File: src/hw/rtl/vgfpd_pkg.sv
// Shared types and constants for the voxel-grid first-point decimator.
// Used by vgfpd_axis, vgfpd_occ and voxel_grid_first_point_decimator_core.
// Depends on nothing.
`timescale 1ns / 1ps

package vgfpd_pkg;

    // Grid geometry.
    localparam int VOXELS_PER_AXIS = 16;
    localparam int CELL_W          = $clog2(VOXELS_PER_AXIS);

    // Field widths.
    localparam int COORD_W  = 32;
    localparam int TAG_W    = 32;
    localparam int IDX_W    = 12;

    // Occupancy bitmap, organised as rows of bits with one valid bit per row so
    // that all rows can be cleared together.
    localparam int OCC_DEPTH = 4096;
    localparam int ROW_W     = 16;
    localparam int BIT_AW    = $clog2(ROW_W);
    localparam int ROW_CNT   = OCC_DEPTH / ROW_W;
    localparam int ROW_AW    = $clog2(ROW_CNT);

    // Configuration register indexes.
    localparam int CFG_IDX_W = 3;
    localparam logic [CFG_IDX_W-1:0] CFG_MIN_X = 3'd0;
    localparam logic [CFG_IDX_W-1:0] CFG_MIN_Y = 3'd1;
    localparam logic [CFG_IDX_W-1:0] CFG_MIN_Z = 3'd2;
    localparam logic [CFG_IDX_W-1:0] CFG_INV_X = 3'd3;
    localparam logic [CFG_IDX_W-1:0] CFG_INV_Y = 3'd4;
    localparam logic [CFG_IDX_W-1:0] CFG_INV_Z = 3'd5;

    localparam logic [COORD_W-1:0] MIN_RESET = 32'd0;
    localparam logic [COORD_W-1:0] INV_RESET = 32'd65536;

    // Test-and-set request issued with the row read.
    typedef struct packed {
        logic             valid;
        logic             new_node;
        logic [IDX_W-1:0] idx;
    } occ_req_t;

    // Outcome of the test-and-set, given in the cycle after the request.
    typedef struct packed {
        logic             valid;
        logic             keep;
        logic [IDX_W-1:0] idx;
    } occ_rsp_t;

endpackage

File: src/hw/rtl/vgfpd_axis.sv
// One axis of the voxel coordinate: offset from the bound, reciprocal multiply
// and clamp, over two register stages. Depends on vgfpd_pkg.
`timescale 1ns / 1ps

module vgfpd_axis
(
    input  logic                          clk,
    input  logic [vgfpd_pkg::COORD_W-1:0] pos,
    input  logic [vgfpd_pkg::COORD_W-1:0] min_val,
    input  logic [vgfpd_pkg::COORD_W-1:0] inv_val,
    output logic [vgfpd_pkg::CELL_W-1:0]  voxel
);

    localparam int W = vgfpd_pkg::COORD_W;

    logic signed [W:0]   diff;
    logic [W-1:0]        dpos_next;
    logic [W-1:0]        dpos_reg;
    logic [2*W-1:0]      prod;
    logic [W-1:0]        whole;
    logic [vgfpd_pkg::CELL_W-1:0] cell_next;
    logic [vgfpd_pkg::CELL_W-1:0] cell_reg;

    // The difference is exact in one extra bit; a non-positive one maps to voxel 0.
    assign diff      = $signed({pos[W-1], pos}) - $signed({min_val[W-1], min_val});
    assign dpos_next = diff[W] ? '0 : diff[W-1:0];

    assign prod  = dpos_reg * inv_val;
    assign whole = prod[2*W-1:W];

    always_comb
    begin
        if (whole > W'(vgfpd_pkg::VOXELS_PER_AXIS - 1))
            cell_next = vgfpd_pkg::CELL_W'(vgfpd_pkg::VOXELS_PER_AXIS - 1);
        else
            cell_next = whole[vgfpd_pkg::CELL_W-1:0];
    end

    always_ff @(posedge clk)
    begin
        dpos_reg <= dpos_next;
        cell_reg <= cell_next;
    end

    assign voxel = cell_reg;

endmodule

File: config.mk
export PLATFORM = sky130hd
export DESIGN_NAME = vgfpd_axis
export DESIGN_NICKNAME = d
export VERILOG_FILES = /design/src/hw/rtl/vgfpd_pkg.sv /design/src/hw/rtl/vgfpd_axis.sv
export SDC_FILE = /design/constraint.sdc
export NUM_CORES = 2
export LEC_CHECK = 0
export BUFFER_PORTS_ARGS = -buffer_cell sky130_fd_sc_hd__buf_2
export CORE_ASPECT_RATIO = 0.6
export CORE_MARGIN = 2
export CORE_UTILIZATION = 45
export CTS_BUF_LIST = sky130_fd_sc_hd__clkbuf_2
export CTS_CLUSTER_SIZE = 28
export DETAILED_ROUTE_END_ITERATION = 8
export SLEW_MARGIN = 20
export SYNTH_ARGS = -nofsm -noshare
export SYNTH_HDL_FRONTEND = slang
export SYNTH_SLANG_ARGS = --single-unit
File: constraint.sdc
create_clock -name clk -period 18.6 [get_ports clk]
set_input_delay 0 -clock clk [delete_from_list [all_inputs] [get_ports clk]]
set_output_delay 0 -clock clk [all_outputs]
set_load 0.01 [all_outputs]
==> Yosys cells after proc, flatten, opt, wreduce, memory -nomap -nowiden <==
Cells that the tools add are included.
{ "classes": {"addsub": 1, "mul": 1, "order_cmp": 1} }
{ "ops": {"columns": ["operator", "count"], "rows": [
  ["32-bit by 32-bit multiplier with 64-bit output", 1],
  ["32-bit by 32-bit subtractor with 33-bit output", 1],
  ["32-bit by 4-bit greater-than comparator with 1-bit output (second input constant)", 1]
]} }
{ "word_totals": {"ff_bits": 36, "in_bits": 97, "out_inout_bits": 4} }

==> Longest topological paths before layout <==
{ "depth": {"ltp_word": 2, "depth_mapped": 31, "depth_no_buf": 29} }

==> Worst setup path before layout <==
Ideal clock, no wire load.
{ "synth_path": {"path_kind": "flip-flop to flip-flop", "startpoint": "register dpos_reg[23]", "endpoint": "register cell_reg (netlist bit voxel[0])", "setup_time_ps": 139, "arrival_ps": 7491, "slack_ps": 10970, "stages_incl_launch_ff": 28, "n_path_buf": 1, "path_cell_list": "dfxtp_1 -> clkbuf_1 -> nand2_1 -> fa_1 -> inv_1 -> fa_1 -> inv_1 -> fa_1 -> inv_1 -> fa_1 -> fa_1 -> fa_1 -> fa_1 -> inv_1 -> fa_1 -> inv_1 -> ha_1 -> nand4_1 -> or3_1 -> or3_1 -> a211oi_2 -> nor3_2 -> o31ai_1 -> xor2_1 -> nor4_1 -> nand4_1 -> nor4_2 -> nand3_1"} }
{ "synth_via": {"elab_chain_len": 2} }
{ "synth_rtl": {"columns": ["item", "line", "source"], "rows": [
  ["from (decl)", "vgfpd_axis.sv:18", "logic [W-1:0] dpos_reg;"],
  ["from (signal assigned)", "vgfpd_axis.sv:41", "dpos_reg <= dpos_next;"],
  ["32-bit by 32-bit multiplier with 64-bit output *", "vgfpd_axis.sv:28", "assign prod = dpos_reg * inv_val;"],
  ["32-bit by 4-bit greater-than comparator with 1-bit output", "vgfpd_axis.sv:33", "if (whole > W'(vgfpd_pkg::VOXELS_PER_AXIS - 1))"],
  ["to (signal assigned)", "vgfpd_axis.sv:42", "cell_reg <= cell_next;"],
  ["to (decl)", "vgfpd_axis.sv:22", "logic [vgfpd_pkg::CELL_W-1:0] cell_reg;"]
]} }
Every way passes the cells marked *; elsewhere a longest branch is shown, timed or not.
A chain may end at the register's enable or synchronous reset.

==> Worst setup path after layout <==
{ "layout_path": {"startpoint": "register dpos_reg[8]", "endpoint": "register cell_reg (netlist bit voxel[0])"} }
Same word-level chain as after synthesis.

==> flow_summary.toml <==
[status]
outcome = "completed"

[sta]
tns_ns = 0
hold_viol = 0
setup_violations = 0
slew_violations = 0
min_period_ns = 9.09
max_clock_freq_ghz = 0.110
grt_setup_unrepaired = "false"
max_slew_margin_pct = 35.8
fin_crit_sh_pct = 48.9
whs_ns = 0.0419
finClkSkew_ns = 0.0116
tightest_slew_ns = 0.963

[layout]
largest_reg_flops = 32
most-common-layout-cells = "962 x inv_1, 896 x fa_1, 605 x nand2_1"
area_growth_pct = 5.40
fin_nets = 5315
final_common_cell = "inv_1"
nFillCells = 7627
drive_above_1_share_pct = 4.64

[setup_path]
criticalPathCategory = "reg2reg"
timing.reg2reg.setup_slack_ns = 9.51
rr_endpoint = "voxel[0]"
worstPathArrival_ns = 9.58
max_stage_delay_ns = 1.02
crit_chain = "nand2_1 -> fa_1 -> inv_1 -> fa_1 -> fa_1 -> fa_1 -> fa_1 -> fa_1 -> fa_1 -> inv_1 -> fa_1 -> inv_1 -> ha_1 -> nand3_1 -> nor4_1 -> o211ai_1 -> a211oi_2 -> nor3_2 -> o31ai_1 -> xor2_1 -> nor4_1 -> nand4_1 -> nor4_2 -> nand3_1"
critPathLaunchType = "flop"
path_delay_family = "adder cells"
cp-end-kind = "flop"
worst_path_max_delay_cell = "dfxtp_2"
ff2ff_path_depth = 24
cp_common_cell = "fa_1"
cp_max_fo = 32
regToRegStartpoint = "dpos_reg[8]"
path_buf_inv = 3
critical_path_depth = 24
critPathRequiredTime_ns = 19.09

[synth]
synth_edf_count = 0
synth_ff_type = "dfxtp_1"
synth-simple-area-share_pct = 18.0
yosys_warnings = 0
synth_cells = 4043
synth_xor_area_share_pct = 1.13
synth_cell_types = 78
synth-compound-area-share_pct = 5.54
seq_area_frac_synth_pct = 2.02
mappedNetlistArea_um2 = 35600
synth-seq-cells = 36
synthMuxAreaShare_pct = 0.186
avgSynthCellArea_um2 = 8.81
synthAdderAreaFrac_pct = 60.6
synth_top_family_by_area = "adder cells"
async_flop_share_pct = 0
synth_nets = 5328

[clock_network]
cts_hold_buf = 69
cts_num_sinks = 36
clockRootBuffer = "clkbuf_2"
clk_latency_ns = 0.58
cts_made_buffers = 5
cts_tree = "yes"
max-clock-path-buffers = 2
htree_levels = 2
cts_resized = 0
post_cts_buffers = 0
clk_pin_slew_ns = 0.27

[global_route]
grt_usage_pct = 26.2
grt_max_degree = 33
grt_pass1_vias = 27900
grt_overflow = 0
grt_pass1_wl_mm = 165
antenna_found_initial = 4

[route]
drtAntennaViolNets = 0
drt_iter0_drc = 2246
drc_errors = 0
drt_pass1_iterations = 5
vias_per_cell = 5.21
vias = 26500
wire_per_inst_um = 20.0
wl_mm = 102

[min_path]
hp-class = "in2reg"
whs_path_depth = 5
hp-start = "pos[1]"
hold_end = "dpos_reg[2]"

[floorplan]
die_w_um = 367
rows = 79
dieHeight_um = 222
io_pins = 101
core-area_um2 = 78000
dieArea_um2 = 81500
initial_core_util_pct = 45.7

[placed_design]
port_buffers = 100
dp_hpwl_mm = 82.1
finalWeightedCongestion = 0.937

[flow_run]
maxCapViolCount = 0
worst register-to-register path, stage by stage (launching register included):
cell and delay [ns]:
dfxtp_2 1.02, nand2_1 0.19, fa_1 0.58, inv_1 0.06, fa_1 0.49, fa_1 0.61
fa_1 0.47, fa_1 0.57, fa_1 0.45, fa_1 0.61, inv_1 0.09, fa_1 0.51
inv_1 0.05, ha_1 0.39, nand3_1 0.13, nor4_1 0.52, o211ai_1 0.23, a211oi_2 0.26
nor3_2 0.10, o31ai_1 0.40, xor2_1 0.13, nor4_1 0.36, nand4_1 0.19, nor4_2 0.46
nand3_1 0.15
cell usage after synthesis (12+ instances only):
| cell | instances | area, um^2 |
|---|---|---|
| a31oi_1 | 12 | 75.1 |
| dfxtp_1 | 36 | 721 |
| nor3_1 | 19 | 95.1 |
| xor2_1 | 24 | 210 |
| nand2_1 | 605 | 2270 |
| a21oi_1 | 96 | 480 |
| clkbuf_1 | 206 | 773 |
| nand4_1 | 26 | 163 |
| a211oi_1 | 14 | 105 |
| o21a_1 | 16 | 120 |
| ha_1 | 292 | 3650 |
| nor2_1 | 67 | 251 |
| nand3_1 | 14 | 70.1 |
| and2_1 | 494 | 3090 |
| a21o_1 | 22 | 165 |
| xnor2_1 | 22 | 193 |
| fa_1 | 896 | 17900 |
| o21ai_0 | 58 | 290 |
| nor2_2 | 24 | 150 |
| inv_1 | 962 | 3610 |
worst max path at each step:
stage / startpoint / endpoint
after floorplan: dpos_reg[23] / voxel[0]
after global placement: dpos_reg[8] / voxel[0]
after detailed placement: dpos_reg[6] / voxel[0]
after CTS: dpos_reg[6] / voxel[0]
after global routing: dpos_reg[6] / voxel[0]
final: dpos_reg[8] / voxel[0]
cell families (layout without fill, tap and decap cells):
kind of cell	Yosys count	count (layout)
flops	36	36
simple gates	1295	1295
mux	6	6
fa+ha+maj	1188	1188
xor+xnor	46	46
buf+inv	1174	1162
compound gates	298	298
other cells	0	3
area by class of cell:
| cell class | instances | area (um^2) | area share (%) |
|---|---|---|---|
| Sequential cell | 36 | 733 | 1.95 |
| Clock buffer | 5 | 25.0 | 0.0666 |
| Timing Repair Buffer | 192 | 1360 | 3.63 |
| Clock inverter | 3 | 46.3 | 0.123 |
| Multi-Input combinational cell | 2833 | 30500 | 81.1 |
| Antenna cell | 3 | 7.51 | 0.0200 |
| Inverter | 962 | 3610 | 9.61 |
| Tap cell | 1053 | 1320 | 3.51 |
stage by stage:
stage | instances | setup slack (ns) | instance area [um^2] | utilization [%]
2_1_floorplan | 4043 | 10.97 | 35600 | -
3_3_place_gp | 5007 | 9.88 | 36800 | 47.2
3_5_place_dp | 5007 | 9.81 | 36800 | 47.2
4_1_cts | 5084 | 9.71 | 37600 | 48.2
5_1_grt | 5086 | 9.08 | 37600 | 48.2
6_report | 5087 | 9.51 | 37600 | 48.2
routing by layer:
| metal | part of all wire, % | global-route usage, % |
|---|---|---|
| met5 | 0 | 0 |
| met4 | 0.46 | 1.57 |
| met3 | 12 | 8.25 |
| met2 | 36 | 32.6 |
| met1 | 52 | 44.4 |
Power is not shown: default switching activity piles up to over one toggle a cycle in this logic, so the estimate is an artifact.
