<file path="src/hw/rtl/vgfpd_pkg.sv">
// Shared types and constants for the voxel-grid first-point decimator.
// Used by vgfpd_axis, vgfpd_occ and voxel_grid_first_point_decimator_core.
// Depends on nothing.
`timescale 1ns / 1ps

package vgfpd_pkg;

    // Grid geometry.
    localparam int VOXELS_PER_AXIS = 16;
    localparam int CELL_W          = $clog2(VOXELS_PER_AXIS);

    // Field widths.
    localparam int COORD_W  = 32;
    localparam int TAG_W    = 32;
    localparam int IDX_W    = 12;

    // Occupancy bitmap, organised as rows of bits with one valid bit per row so
    // that all rows can be cleared together.
    localparam int OCC_DEPTH = 4096;
    localparam int ROW_W     = 16;
    localparam int BIT_AW    = $clog2(ROW_W);
    localparam int ROW_CNT   = OCC_DEPTH / ROW_W;
    localparam int ROW_AW    = $clog2(ROW_CNT);

    // Configuration register indexes.
    localparam int CFG_IDX_W = 3;
    localparam logic [CFG_IDX_W-1:0] CFG_MIN_X = 3'd0;
    localparam logic [CFG_IDX_W-1:0] CFG_MIN_Y = 3'd1;
    localparam logic [CFG_IDX_W-1:0] CFG_MIN_Z = 3'd2;
    localparam logic [CFG_IDX_W-1:0] CFG_INV_X = 3'd3;
    localparam logic [CFG_IDX_W-1:0] CFG_INV_Y = 3'd4;
    localparam logic [CFG_IDX_W-1:0] CFG_INV_Z = 3'd5;

    localparam logic [COORD_W-1:0] MIN_RESET = 32'd0;
    localparam logic [COORD_W-1:0] INV_RESET = 32'd65536;

    // Test-and-set request issued with the row read.
    typedef struct packed {
        logic             valid;
        logic             new_node;
        logic [IDX_W-1:0] idx;
    } occ_req_t;

    // Outcome of the test-and-set, given in the cycle after the request.
    typedef struct packed {
        logic             valid;
        logic             keep;
        logic [IDX_W-1:0] idx;
    } occ_rsp_t;

endpackage

</file>
<file path="src/hw/rtl/vgfpd_occ.sv">
// Occupancy bitmap with test-and-set: a row memory, one valid bit per row and
// forwarding of the previous write. Depends on vgfpd_pkg.
`timescale 1ns / 1ps

module vgfpd_occ
(
    input  logic                clk,
    input  logic                rst_n,
    input  vgfpd_pkg::occ_req_t req,
    output vgfpd_pkg::occ_rsp_t rsp
);

    localparam int ROW_W  = vgfpd_pkg::ROW_W;
    localparam int ROW_AW = vgfpd_pkg::ROW_AW;
    localparam int BIT_AW = vgfpd_pkg::BIT_AW;
    localparam int IDX_W  = vgfpd_pkg::IDX_W;

    logic [ROW_W-1:0]            mem [vgfpd_pkg::ROW_CNT];
    logic [ROW_W-1:0]            rd_data_reg;
    logic [vgfpd_pkg::ROW_CNT-1:0] row_valid_reg;
    logic [vgfpd_pkg::ROW_CNT-1:0] row_valid_next;

    logic                        valid_reg;
    logic                        new_node_reg;
    logic [IDX_W-1:0]            idx_reg;

    logic                        fwd_valid_reg;
    logic [IDX_W-1:0]            fwd_idx_reg;
    logic [ROW_W-1:0]            fwd_data_reg;

    logic [ROW_AW-1:0]           row;
    logic [BIT_AW-1:0]           bit_sel;
    logic [ROW_W-1:0]            base;
    logic [ROW_W-1:0]            new_row;
    logic                        fwd_hit;

    assign row     = idx_reg[IDX_W-1:BIT_AW];
    assign bit_sel = idx_reg[BIT_AW-1:0];

    // The row read misses only the write of the item just ahead, which is
    // forwarded. A new node starts from an empty row whatever is stored.
    assign fwd_hit = fwd_valid_reg && (fwd_idx_reg[IDX_W-1:BIT_AW] == row);

    always_comb
    begin
        if (new_node_reg)
            base = '0;
        else if (fwd_hit)
            base = fwd_data_reg;
        else if (row_valid_reg[row])
            base = rd_data_reg;
        else
            base = '0;
    end

    assign new_row = base | (ROW_W'(1) << bit_sel);

    always_comb
    begin
        row_valid_next = row_valid_reg;
        if (valid_reg)
        begin
            if (new_node_reg)
                row_valid_next = '0;
            row_valid_next[row] = 1'b1;
        end
    end

    always_ff @(posedge clk)
    begin
        if (valid_reg)
            mem[row] <= new_row;
        rd_data_reg <= mem[req.idx[IDX_W-1:BIT_AW]];
    end

    always_ff @(posedge clk or negedge rst_n)
    begin
        if (!rst_n)
        begin
            row_valid_reg <= '0;
            valid_reg     <= 1'b0;
            fwd_valid_reg <= 1'b0;
        end
        else
        begin
            row_valid_reg <= row_valid_next;
            valid_reg     <= req.valid;
            fwd_valid_reg <= valid_reg;
        end
    end

    always_ff @(posedge clk)
    begin
        new_node_reg <= req.new_node;
        idx_reg      <= req.idx;
        fwd_idx_reg  <= idx_reg;
        fwd_data_reg <= new_row;
    end

    assign rsp.valid = valid_reg;
    assign rsp.keep  = ~base[bit_sel];
    assign rsp.idx   = idx_reg;

    // A committed row is marked valid in the next cycle.
    a_row_marked: assert property (@(posedge clk) disable iff (!rst_n)
        valid_reg |=> row_valid_reg[$past(row)])
        else $error("committed occupancy row not marked valid");

    // Two consecutive points in the same voxel: the second is not kept unless it starts a new node.
    a_fwd_same_voxel: assert property (@(posedge clk) disable iff (!rst_n)
        valid_reg && !new_node_reg && fwd_valid_reg && (fwd_idx_reg == idx_reg)
        |-> !rsp.keep)
        else $error("forwarded occupancy bit lost");

    // A new node leaves exactly one occupied row behind.
    a_new_node_clear: assert property (@(posedge clk) disable iff (!rst_n)
        valid_reg && new_node_reg |=> $onehot(row_valid_reg))
        else $error("new node did not clear occupancy rows");

endmodule

</file>
<file path="config.mk">
export PLATFORM = sky130hd
export DESIGN_NAME = vgfpd_occ
export DESIGN_NICKNAME = d
export VERILOG_FILES = /design/src/hw/rtl/vgfpd_pkg.sv /design/src/hw/rtl/vgfpd_occ.sv
export SDC_FILE = /design/constraint.sdc
export NUM_CORES = 2
export LEC_CHECK = 0
export ABC_AREA = 1
export BUFFER_PORTS_ARGS = -buffer_cell sky130_fd_sc_hd__buf_2
export CAP_MARGIN = 10
export CELL_PAD_IN_SITES_DETAIL_PLACEMENT = 0
export CELL_PAD_IN_SITES_GLOBAL_PLACEMENT = 1
export CORE_UTILIZATION = 53
export CTS_CLUSTER_DIAMETER = 30
export DETAILED_ROUTE_END_ITERATION = 8
export PLACE_DENSITY_LB_ADDON = 0.2
export SYNTH_ARGS = -nofsm -noshare
export SYNTH_HDL_FRONTEND = slang
export SYNTH_SLANG_ARGS = --single-unit
</file>
<file path="constraint.sdc">
create_clock -name clk -period 14.2 [get_ports clk]
set_input_delay 2.13 -clock clk [delete_from_list [all_inputs] [get_ports clk]]
set_output_delay 2.13 -clock clk [all_outputs]
set_load 0.05 [all_outputs]
</file>
# After elaboration in Yosys (flattened, before gate mapping)
# Memories as Yosys holds them, arrays and structs flattened. A register that Yosys moved wholly into a read port is not among the register bits.
# Cells that the tools add are included.
# classes
mux	13
n_bitwise	3
n_reduce_logical	2
n_eq_ne	1
n_shift	1
n_lt_le_gt_ge	3
# op_table
operator	n
256-bit two-way mux	2
256-bit bitwise OR	1
16-bit two-way mux	3
16-bit bitwise OR	1
1-bit by 4-bit left shift with 16-bit output (first input constant)	1
8-bit by 9-bit less-than comparator with 1-bit output (second input constant)	1
1-bit binary-select mux with 8-bit select	1
1-bit demux with 8-bit select	1
8-bit == test	1
8-bit by 1-bit >= comparator with 1-bit output (second input constant)	1
4-bit by 5-bit less-than comparator with 1-bit output (second input constant)	1
1-bit two-way mux	5
1-bit binary-select mux with 4-bit select	1
1-bit logical AND	2
1-bit inverter	1
# word_totals
out_inout_bits	14
n_memories	1
regBits	299
mem_bits_rw	4096
# memory_table
memory	words	word_bits	rd	rd_clocked_by_memory_dff	wr	line	rtl
mem	256	16	1	1	1	vgfpd_occ.sv:18	logic [ROW_W-1:0] mem [vgfpd_pkg::ROW_CNT];

# Longest topological paths before layout
# depth
ltp_word	8
ltp_mapped	24
ltp_nobuf	22

# Worst setup path after synthesis
# Ideal clock, no wire load.
# synth_timing
path_kind	register to register
from	reg idx_reg[0]
to	mem mem[0][13], data pin
synth_period_minus_slack_ns	13.304
arrival_ns	11.109
slack_ns	0.896
stages_incl_launch_ff	5
path_buffers	0
path_cell_list	dfxtp_1 > inv_1 > nor2_1 > nand2_1 > o21ai_0
# synth_between
elab_chain_len	2
# synth_rtl
element	line	rtl
start, declared	vgfpd_occ.sv:25	logic [IDX_W-1:0] idx_reg;
start signal, assigned	vgfpd_occ.sv:95	idx_reg <= req.idx;
1-bit by 4-bit left shift with 16-bit output	vgfpd_occ.sv:56	assign new_row = base | (ROW_W'(1) << bit_sel);
16-bit bitwise OR	vgfpd_occ.sv:56	
net new_row[13]	vgfpd_occ.sv:34	logic [ROW_W-1:0] new_row;
end, declared	vgfpd_occ.sv:18	
# The timed path passes the listed nets, and every way through them passes these cells.

==> flow_metrics.py <==
metrics = {
    "finish": {
        "largest_reg_flops": 4096,
        "nFillCells": 24401,
        "layout_commonest_cell": "edfxtp_1",
        "fin_area_um2": 207000,
        "area_growth_pct": 18.7,
        "nets": 14148,
        "drive_above_1_share": 0.124,
        "stdcell_count": 19176,
        "final_cell_mix": "edfxtp_1, nor2_1, o21ai_0",
    },
    "drt": {
        "dr_wl_met2_mm": 251,
        "first_pass_iters": 8,
        "drt_iter0_drc": 16740,
        "vias_per_cell": 6.30,
        "antenna_left": 0,
        "post-route-drc-count": 0,
        "met1_length_mm": 211,
        "wirelength_mm": 544,
        "dr.max_layer_used": "met5",
        "wl_per_cell_um": 28.4,
        "wl_met3_mm": 58.1,
        "dr_total_vias": 120881,
    },
    "worst_setup_path": {
        "critical_path_class": "reg -> out",
        "required_ns": 12.07,
        "start_kind": "flip-flop",
        "cp-end-kind": "output pin",
        "worstPathMaxFanout": 82,
        "worstPathArrival_ns": 6.14,
    },
    "synthesis": {
        "synthCells": 13919,
        "ys_seq_elements": 4407,
        "ys_seq_area_frac": 0.750,
        "ys_warn_count": 0,
        "synth.net_count": 13935,
        "ys_top_cells_by_area": "edfxtp_1, o21ai_0, nor2_1, o22ai_1, dfrtp_1",
        "synth_cell_types": 32,
        "synth_top_cell_area_share": 0.707,
        "synth_area_um2": 174000,
        "syn_area_per_cell_um2": 12.5,
        "ys.flop_type": "edfxtp_1",
        "ys_async_sr_fraction": 0.0585,
        "synth_largest_area_cell": "edfxtp_1",
        "synth_edf_count": 4096,
    },
    "pwr": {
        "power_frac_comb": 0.047,
        "p_sw_uw": 7860,
        "switching_share": 0.227,
        "p_per_area_nw_per_um2": 167,
        "internal_power_uw": 26700,
        "leakage_uw": 0.0746,
        "pwr-share-seq": 0.411,
        "vdd_drop_max_mv": 0.145,
        "p_clk_frac": 0.543,
    },
    "clock_network": {
        "cts_tree": "done",
        "clock_path_buffers": 4,
        "clock_sinks": 4407,
        "clk_latency_ns": 1.10,
        "postCtsSetupBuffers": 0,
        "cts_root_buffer": "clkbuf_16",
        "cts_max_level": 6,
        "post_cts_resized": 0,
        "hold_buffers": 0,
        "path_clk_slew_ns": 0.05,
        "cts_buffers": 798,
    },
    "placement": {
        "place_area_um2": 180000,
        "gp_congestion": 0.883,
        "portBuffers": 29,
        "dp_hpwl_mm": 290,
        "post-place-cells": 17673,
    },
    "sta": {
        "final.min_clock_period_ns": 8.27,
        "fin_crit_sh": 0.582,
        "grt_setup_unrepaired": "false",
        "tightest_slew_ns": 1.38,
        "final-setup-viol-count": 0,
        "max_freq_mhz": 121,
        "skew_ns": 0.0656,
        "drv_slew": 0,
        "relSlewSlack": 0.0722,
        "tns_ns": 0,
        "hold_viol": 0,
    },
    "grt": {
        "grt_max_degree": 209,
        "grt.overflow.total": 0,
        "grt_pass1_vias": 116662,
        "grt_pass1_wl_mm": 790,
        "grtUsageTotal": 0.324,
        "antenna_found_initial": 33,
    },
    "floorplan": {
        "core_area_um2": 327000,
        "io-pin-count": 30,
        "die_area_um2": 331000,
        "fp.dieW_um": 575,
        "die_h_um": 575,
        "start_util": 0.532,
        "rows": 210,
    },
    "flow_run": {
        "maxCapViolations": 0,
    },
    "outcome": {
        "status": "complete, no violations",
    },
    "min_path": {
        "hold_path_class": "reg -> reg",
    },
}
-- critical path, stage by stage, from the launching register on --
cell,delay (ns)
dfxtp_4,0.89
buf_4,0.75
buf_4,0.64
o21ai_0,0.19
nand2_1,0.09
nand2_1,0.06
nand2_1,0.06
nand2_1,0.06
o21ai_1,0.13
nand2_1,0.07
nor2_1,0.11
nor2_1,0.07
nor2_1,0.19
nand2_2,0.29
nand2_1,0.16
nand2_1,0.07
nand2_1,0.15
nand2_1,0.07
nand2_1,0.08
inv_1,0.04
nand3_1,0.05
nand3_1,0.09
nand2_1,0.26
buf_2,0.32
-- power groups by stage --
stage | sequential (µW) | combinational (µW) | clock [µW]
after floorplan | 14500 | 900 | 0
after global placement | 14400 | 1550 | 0
after detailed placement | 14400 | 1570 | 0
after CTS | 14200 | 1580 | 18900
after global routing | 14200 | 1710 | 19500
final | 14200 | 1610 | 18800
-- metal layers --
| metal | up-vias | GRT usage |
|---|---|---|
| met4 | 24 | 0.141 |
| met2 | 6852 | 0.504 |
| met1 | 60769 | 0.444 |
| li1 | 52002 | - |
| met5 | - | 0 |
| met3 | 1234 | 0.0673 |
-- synth_stat cells (all sizes together) (16+ instances only) --
cell,n
nand3,16
inv,152
dfrtp,258
a21oi,24
o32ai,74
clkbuf,883
o21ai,2907
buf,181
edfxtp,4096
o22ai,1375
nand2,771
dfxtp,53
nor2,3105
-- cell type report --
type | instances | area (µm²) | area share
inverter | 155 | 617 | 0.00299
antenna | 15 | 37.5 | 0.000182
sequential | 4407 | 131000 | 0.632
clock buffer | 949 | 20900 | 0.101
tap | 4346 | 5440 | 0.0263
clock inverter | 534 | 6030 | 0.0292
multi-input combinational | 8293 | 39100 | 0.189
timing repair buffer | 477 | 3940 | 0.0190
-- logic make-up after synthesis --
kind of cell | count (synthesis) | share of synthesized area
buffers and inverters | 1219 | 0.0278
AND/OR/NAND/NOR | 3897 | 0.0843
XOR/XNOR | 4 | 0.000201
flip-flops | 4407 | 0.750
AO/OA/AOI/OAI | 4392 | 0.138
-- worst paths after layout --
kind	endpoint	start	depth (start not counted)	slack, ns
worst max-delay path	rsp[12]	idx_reg[4]$_DFF_P_	23	5.93
worst min-delay path	row_valid_reg[65]$_DFFE_PN0P_	row_valid_reg[65]$_DFFE_PN0P_	2	0.48
worst max register to register	mem[148][15]$_DFFE_PP_	idx_reg[4]$_DFF_P_	20	7.63
worst min register to register	row_valid_reg[65]$_DFFE_PN0P_	row_valid_reg[65]$_DFFE_PN0P_	2	0.48
max in group asynchronous	row_valid_reg[113]$_DFFE_PN0P_	rst_n	2	11.27
min in group asynchronous	valid_reg$_DFF_PN0_	rst_n	1	0.99
-- through the flow --
stage / total power [µW] / setup slack, ns / utilization / hold WS, ns
final: 34600 / 5.93 / 0.632 / 0.483
after global routing: 35400 / 5.59 / 0.631 / 0.501
after CTS: 34700 / 5.98 / 0.631 / 0.484
after detailed placement: 16000 / 6.39 / 0.549 / 0.473
after global placement: 16000 / 6.43 / 0.549 / 0.466
after floorplan: 15400 / 0.896 / - / 0.413
(Power assumes the default switching activity.)
